### src/rtl/core/stq_pkg.sv
`default_nettype none
// ----------------------------------------------------------------------------
// stq_pkg
// Shared types, codes and constants of the sorted timeout queue.
// ----------------------------------------------------------------------------
package stq_pkg;

    localparam int TIME_W        = 48;
    localparam int DELAY_W       = 24;
    localparam int WAIT_W        = 25;
    localparam int US_PER_MS     = 1000;
    localparam int TABLE_DEPTH_D = 16;
    localparam int ID_BITS_D     = 16;
    localparam logic [WAIT_W-2:0] WAIT_MAX = '1;

    // Request kinds carried in tuser.
    typedef enum logic [2:0] {
        REQ_START     = 3'd0,
        REQ_CANCEL_ID = 3'd1,
        REQ_CANCEL_AG = 3'd2,
        REQ_CANCEL_MT = 3'd3,
        REQ_ACTIVE    = 3'd4,
        REQ_WAIT      = 3'd5,
        REQ_POLL      = 3'd6,
        REQ_TAKE      = 3'd7
    } req_t;

    // Result status codes.
    typedef enum logic [1:0] {
        ST_OK      = 2'd0,
        ST_FULL    = 2'd1,
        ST_INVALID = 2'd2,
        ST_NONE    = 2'd3
    } status_t;

endpackage : stq_pkg
`default_nettype wire

### src/rtl/core/stq_div.sv
`default_nettype none
// ----------------------------------------------------------------------------
// stq_div
// Divides a time difference by one thousand with a reciprocal multiply.
// Differences at or above the saturation limit return all ones.
// ----------------------------------------------------------------------------
module stq_div (
    input  wire logic                       aclk,
    input  wire logic                       aresetn,
    input  wire logic                       start,
    input  wire logic [stq_pkg::TIME_W-1:0] dividend,
    output logic                            busy,
    output logic                            done,
    output logic [stq_pkg::TIME_W-1:0]      quotient
);
    import stq_pkg::*;

    // Dividing by 1000 is a shift by 3 and a divide by 125. Below the
    // saturation limit the shifted value fits 31 bits, where the rounded-up
    // reciprocal 2^38/125 gives the exact floor.
    localparam int                Y_W       = 31;
    localparam int                P_W       = Y_W + 32;
    localparam int                SHIFT     = 38;
    localparam logic [31:0]       RECIP     = 32'd2199023256;
    // (WAIT_MAX + 1) * 1000: every larger difference saturates.
    localparam logic [TIME_W-1:0] SAT_LIMIT = TIME_W'(64'd16777216000);

    logic [Y_W-1:0] y_reg;
    logic           sat_reg;
    logic [P_W-1:0] prod_reg;
    logic [1:0]     stage_reg;
    logic           busy_reg;
    logic           done_reg;

    // Load, multiply, then report.
    always_ff @(posedge aclk) begin
        if (!aresetn) begin
            busy_reg  <= 1'b0;
            done_reg  <= 1'b0;
            stage_reg <= '0;
        end else begin
            done_reg <= 1'b0;
            if (start) begin
                busy_reg  <= 1'b1;
                stage_reg <= 2'd2;
                sat_reg   <= (dividend >= SAT_LIMIT);
                y_reg     <= dividend[Y_W+2:3];
            end else if (busy_reg) begin
                if (stage_reg == 2'd2) begin
                    prod_reg  <= P_W'(y_reg) * P_W'(RECIP);
                    stage_reg <= 2'd1;
                end else begin
                    busy_reg  <= 1'b0;
                    done_reg  <= 1'b1;
                    stage_reg <= '0;
                end
            end
        end
    end

    assign busy     = busy_reg;
    assign done     = done_reg;
    assign quotient = sat_reg ? '1 : TIME_W'(prod_reg[P_W-1:SHIFT]);

endmodule : stq_div
`default_nettype wire

### config.mk
export PLATFORM = sky130hd
export DESIGN_NAME = stq_div
export DESIGN_NICKNAME = d
export VERILOG_FILES = /design/src/rtl/core/stq_pkg.sv /design/src/rtl/core/stq_div.sv
export SDC_FILE = /design/constraint.sdc
export NUM_CORES = 1
export LEC_CHECK = 0
export ABC_AREA = 1
export ABC_CLOCK_PERIOD_IN_PS = 8400
export BUFFER_PORTS_ARGS = -buffer_cell sky130_fd_sc_hd__buf_2
export CAP_MARGIN = 5
export CORE_MARGIN = 2
export CORE_UTILIZATION = 45
export DETAILED_ROUTE_END_ITERATION = 8
export HOLD_SLACK_MARGIN = 0.05
export PLACE_DENSITY = 0.71
export SLEW_MARGIN = 20
export SYNTH_ARGS = -nofsm -noshare
export SYNTH_HDL_FRONTEND = slang
export SYNTH_SLANG_ARGS = --single-unit
### constraint.sdc
create_clock -name aclk -period 8.4 [get_ports aclk]
set_input_delay 0.84 -clock aclk [delete_from_list [all_inputs] [get_ports aclk]]
set_output_delay 0.84 -clock aclk [all_outputs]
set_load 0.01 [all_outputs]
* After elaboration in Yosys (flattened, before gate mapping)
Cells that the tools add are included.
** Operators by class
- Magnitude comparators :: 1
- Muxes and demuxes :: 8
- Bitwise gates (word level) :: 3
- $mul :: 1
- Reduce and logical (&&, ||, !) cells :: 5
- Equal/unequal tests :: 1
** Operator list (count)
- multiplier 31 x 29 -> 60 bit, second input constant :: 1
- >= comparator 48 x 34 -> 1 bit, second input constant :: 1
- 2-to-1 mux 48 bit :: 1
- 2-to-1 mux 1 bit :: 5
- 2-to-1 mux 2 bit :: 2
- AND reduction 4 bit :: 1
- inverter 1 bit :: 3
- OR reduction 3 bit :: 1
- == test 2 bit, second input constant :: 1
- AND reduction 2 bit :: 1
- nonzero test 2 bit :: 1
- OR reduction 2 bit :: 1
** Storage, ports and cells
- Output and inout port bits :: 50
- Input port bits :: 51
- Register bits :: 96
- Word-level logic and storage cells :: 26

* Logic depth before layout (Yosys ltp)
- Depth in word-level cells :: 4
- Depth in mapped cells :: 27
- Gate-level depth less buffers :: 27

* Worst setup path before layout
Ideal clock, no wire load.
- Path type :: register to register
- From :: reg y_reg[22]
- To :: reg prod_reg[52] (data pin)
- Buffers on the path :: 0
- Setup time :: 253 ps
- Stages on the path, launching flop included :: 25
- Period minus slack after synthesis :: 5824 ps
- Arrival time :: 5571 ps
- Setup slack :: 2576 ps
- Data required time :: 8147 ps
- Cell sequence :: edfxtp_1 ha_1 fa_1 fa_1 inv_1 fa_1 inv_1 fa_1 inv_1 fa_1 inv_1 fa_1 inv_1 fa_1 inv_1 ha_1 nand2_1 nor2_1 inv_2 nor3_2 nand2_1 nor2_1 nand2_1 nand4_1 nand2_1
** On the way
- Word-level cells in the longest chain between the ends :: 1
** Ends and longest elaborated chain
- start: declaration :: line stq_div.sv:28 : logic [Y_W-1:0] y_reg;
- start signal: assignment :: line stq_div.sv:47 : y_reg <= dividend[Y_W+2:3];
- multiplier 31 x 29 -> 60 bit :: line stq_div.sv:50 : prod_reg <= P_W'(y_reg) * P_W'(RECIP);
- end signal: assignment :: line stq_div.sv:50
- end: declaration :: line stq_div.sv:30 : logic [P_W-1:0] prod_reg;
Every way passes these cells.
A chain may end at the register's enable or synchronous reset.

* Worst setup path after layout
- From :: reg y_reg[9]
- To :: reg prod_reg[51] (data pin)
The elaborated chain is that of the path after synthesis.

==> run metrics <==
fin nets=approximately 3100; post-synth top area share=a little under a third; Crit. End Element=flop; first-pass GRT wire length=around 77000 um; Post-Syn Area per Cell=8.170 um^2; RSZ-0062 raised after global routing=no; cts hold-fix bufs=0; area grow syn2layout=6.948%; Main synth FF type=edfxtp_1; die width=around 210 um; mapped cell area=18600 um^2; antenna diode count=0; Vias=between 10000 and 15000; CP bufs+invs=4; Setup TNS=0 ns; Post-synth EDFFs=57; post-route cell area=between 15000 and 20000 um^2; GR Overflow Total=0; Port Buffer Count=97; total CTS buffers=9; max incr delay on CP=around 0.85 ns; Commonest cells post-synth=inv_1 (754), nand2_1 (483), ha_1 (380); vias in the first global route=15500; final hold violation count=0; max-slew violation count=0; #FFs+latches synth=61; Achievable Freq=between 150 and 200 MHz; crit path max fanout=11; CP top delay family=adder cells; Tmin final=approximately 6.6 ns; crit path kind=flop to flop; Final Setup Violations=0; most common cell in the netlist=inv_1; io pins=between 100 and 150; clk_skew=between 0.008 and 0.009 ns; Core Rows=74; CP Cell Sequence=ha_1 > fa_1 > fa_1 > inv_1 > fa_1 > inv_1 > fa_1 > fa_1 > fa_1 > inv_1 > fa_1 > inv_1 > ha_1 > nand2_1 > nor2_1 > nand3_1 > nor2_1 > nand2_1 > nand3_1 > nand2_1 > nand3_1 > nand2_1; Total Wirelength=approximately 46000 um; die area=roughly 43000 um^2; Clock Tree Buf Depth=2; Root Driver=clkbuf_16; DR pass1 iterations=5; Synth Instances=about 2300; crit-path most repeated cell=fa_1; Sink Count=slightly above 60; Initial Util=between 40% and 50%; ys async rst share=0%; Layout Utilization=about half; post-route ant nets=0; RePlAce Congestion=approximately 1; largest net degree at the start of global routing=49; number of max-cap violations=0; kind of start point of the critical path=flop; Die Ht=between 200 and 250 um; PostCTS Resize Cnt=0; post-synthesis cell type count=31; slowest CP cell=edfxtp_1; Hold Path Class=flop to flop; worst endpoint required time=roughly 8.5 ns; outcome=complete, no violations; GRT Total Usage=a little under a quarter; proportion of layout cells with a drive suffix above 1=7.436%; Core Area=between 40000 and 50000 um^2; hpwl dp=slightly above 40000 um; part of the cycle the worst path needs=around four fifths; htree depth=3; Clock Latency Late Sink=~0.37 ns; synth warn=0; sequential area share after synthesis=approximately 9.6%; Worst Max-Slew Pin Slew=0.7876 ns; placed cell area=19580 um^2; routed vias/inst=~4.9; post-CTS setup buffers=0; Syn Nets=~3000; DR WL/cell=about 16 um; initial antenna violation count=0; Synth area leader=fa_1; Slew HR=around 47%; synth top area cells=fa_1 (31%), ha_1 (26%), inv_1 (15%), nand2_1 (9.7%), edfxtp_1 (9.2%); arrival time worst endpoint=6.77 ns; max reg flops=31; Worst-path clk slew=0.06 ns; DR iter-0 viols=around 680; CTS tree=done; Post-route DRC=0
==> cells by family after synthesis <==
logic type                 Yosys count  share of synthesized area [%]
buffers and inverters              787                          16.34
AOI/OAI and AO/OA                   57                          1.641
and+or+nand+nor                    705                          15.94
DFF                                 61                          9.631
adders and majority gates          667                          56.44
==> worst register-to-register path, delay by kind of cell, from the launching register on <==
family                     cells  cell delay [ns]
adders and majority gates      9             4.07
buffers and inverters          4             0.21
DFF                            1             0.85
and+or+nand+nor                9             1.26
==> layout make-up <==
cell class | instances | area [um^2]
sequential | 61 | 1792
multi-input combinational | 1429 | 13780
timing repair buffer | 99 | 508.0
tap | 532 | 665.6
fill | 3858 | 20940
clock buffer | 10 | 229.0
clock inverter | 6 | 62.56
inverter | 762 | 2860
==> layer usage <==
metal  share of wire [%]  track usage, %  vias to the layer above  wire length, um
met1                  40           26.82                     6806            18550
met5                   0               0                        -                0
met4                 5.5           12.17                        0             2538
li1                    -               -                     6850                -
met3                 4.4           2.405                      124             2039
met2                  50           40.77                      371            22720
==> through the flow <==
step                hold WS (ns)  worst slack, ns  std cells
floorplan                 0.4406            2.576       2277
global placement          0.4471            1.874       2882
detailed placement        0.4699            1.796       2882
CTS                       0.4821            1.787       2898
global route              0.5087            1.450       2899
finish                    0.4753            1.752       2899
==> placed cells by master (no fill, tap or decap), types with 2 or more instances in the layout <==
cell type / Yosys / routed
inv_1: 754 / 754
nand2_1: 483 / 483
ha_1: 380 / 380
fa_1: 287 / 287
buf_2: 0 / 97
nor2_1: 84 / 83
edfxtp_1: 57 / 57
nand3_1: 50 / 50
a21oi_1: 42 / 42
or2_2: 27 / 27
nand4_1: 14 / 14
nand2_2: 10 / 10
nor2_2: 9 / 9
nor3_1: 9 / 9
clkbuf_16: 0 / 9
inv_2: 8 / 8
o21ai_0: 7 / 7
and2_1: 5 / 5
nor3_2: 4 / 4
dfxtp_1: 4 / 4
nor2_4: 2 / 3
o21bai_1: 3 / 3
nor4_1: 3 / 3
nor3_4: 2 / 2
o31ai_1: 2 / 2
clkinvlp_4: 0 / 2
==> final timing paths <==
kind	end	depth (start not counted)	slack, ns	from
setup / recovery	prod_reg[51]	22	1.75	y_reg[9]
hold / removal	stage_reg[1]	2	0.48	stage_reg[1]
hold reg to reg	stage_reg[1]	2	0.48	stage_reg[1]
setup reg to reg	prod_reg[51]	22	1.75	y_reg[9]
Power is not shown: default switching activity piles up to over one toggle a cycle in this logic, so the estimate is an artifact.
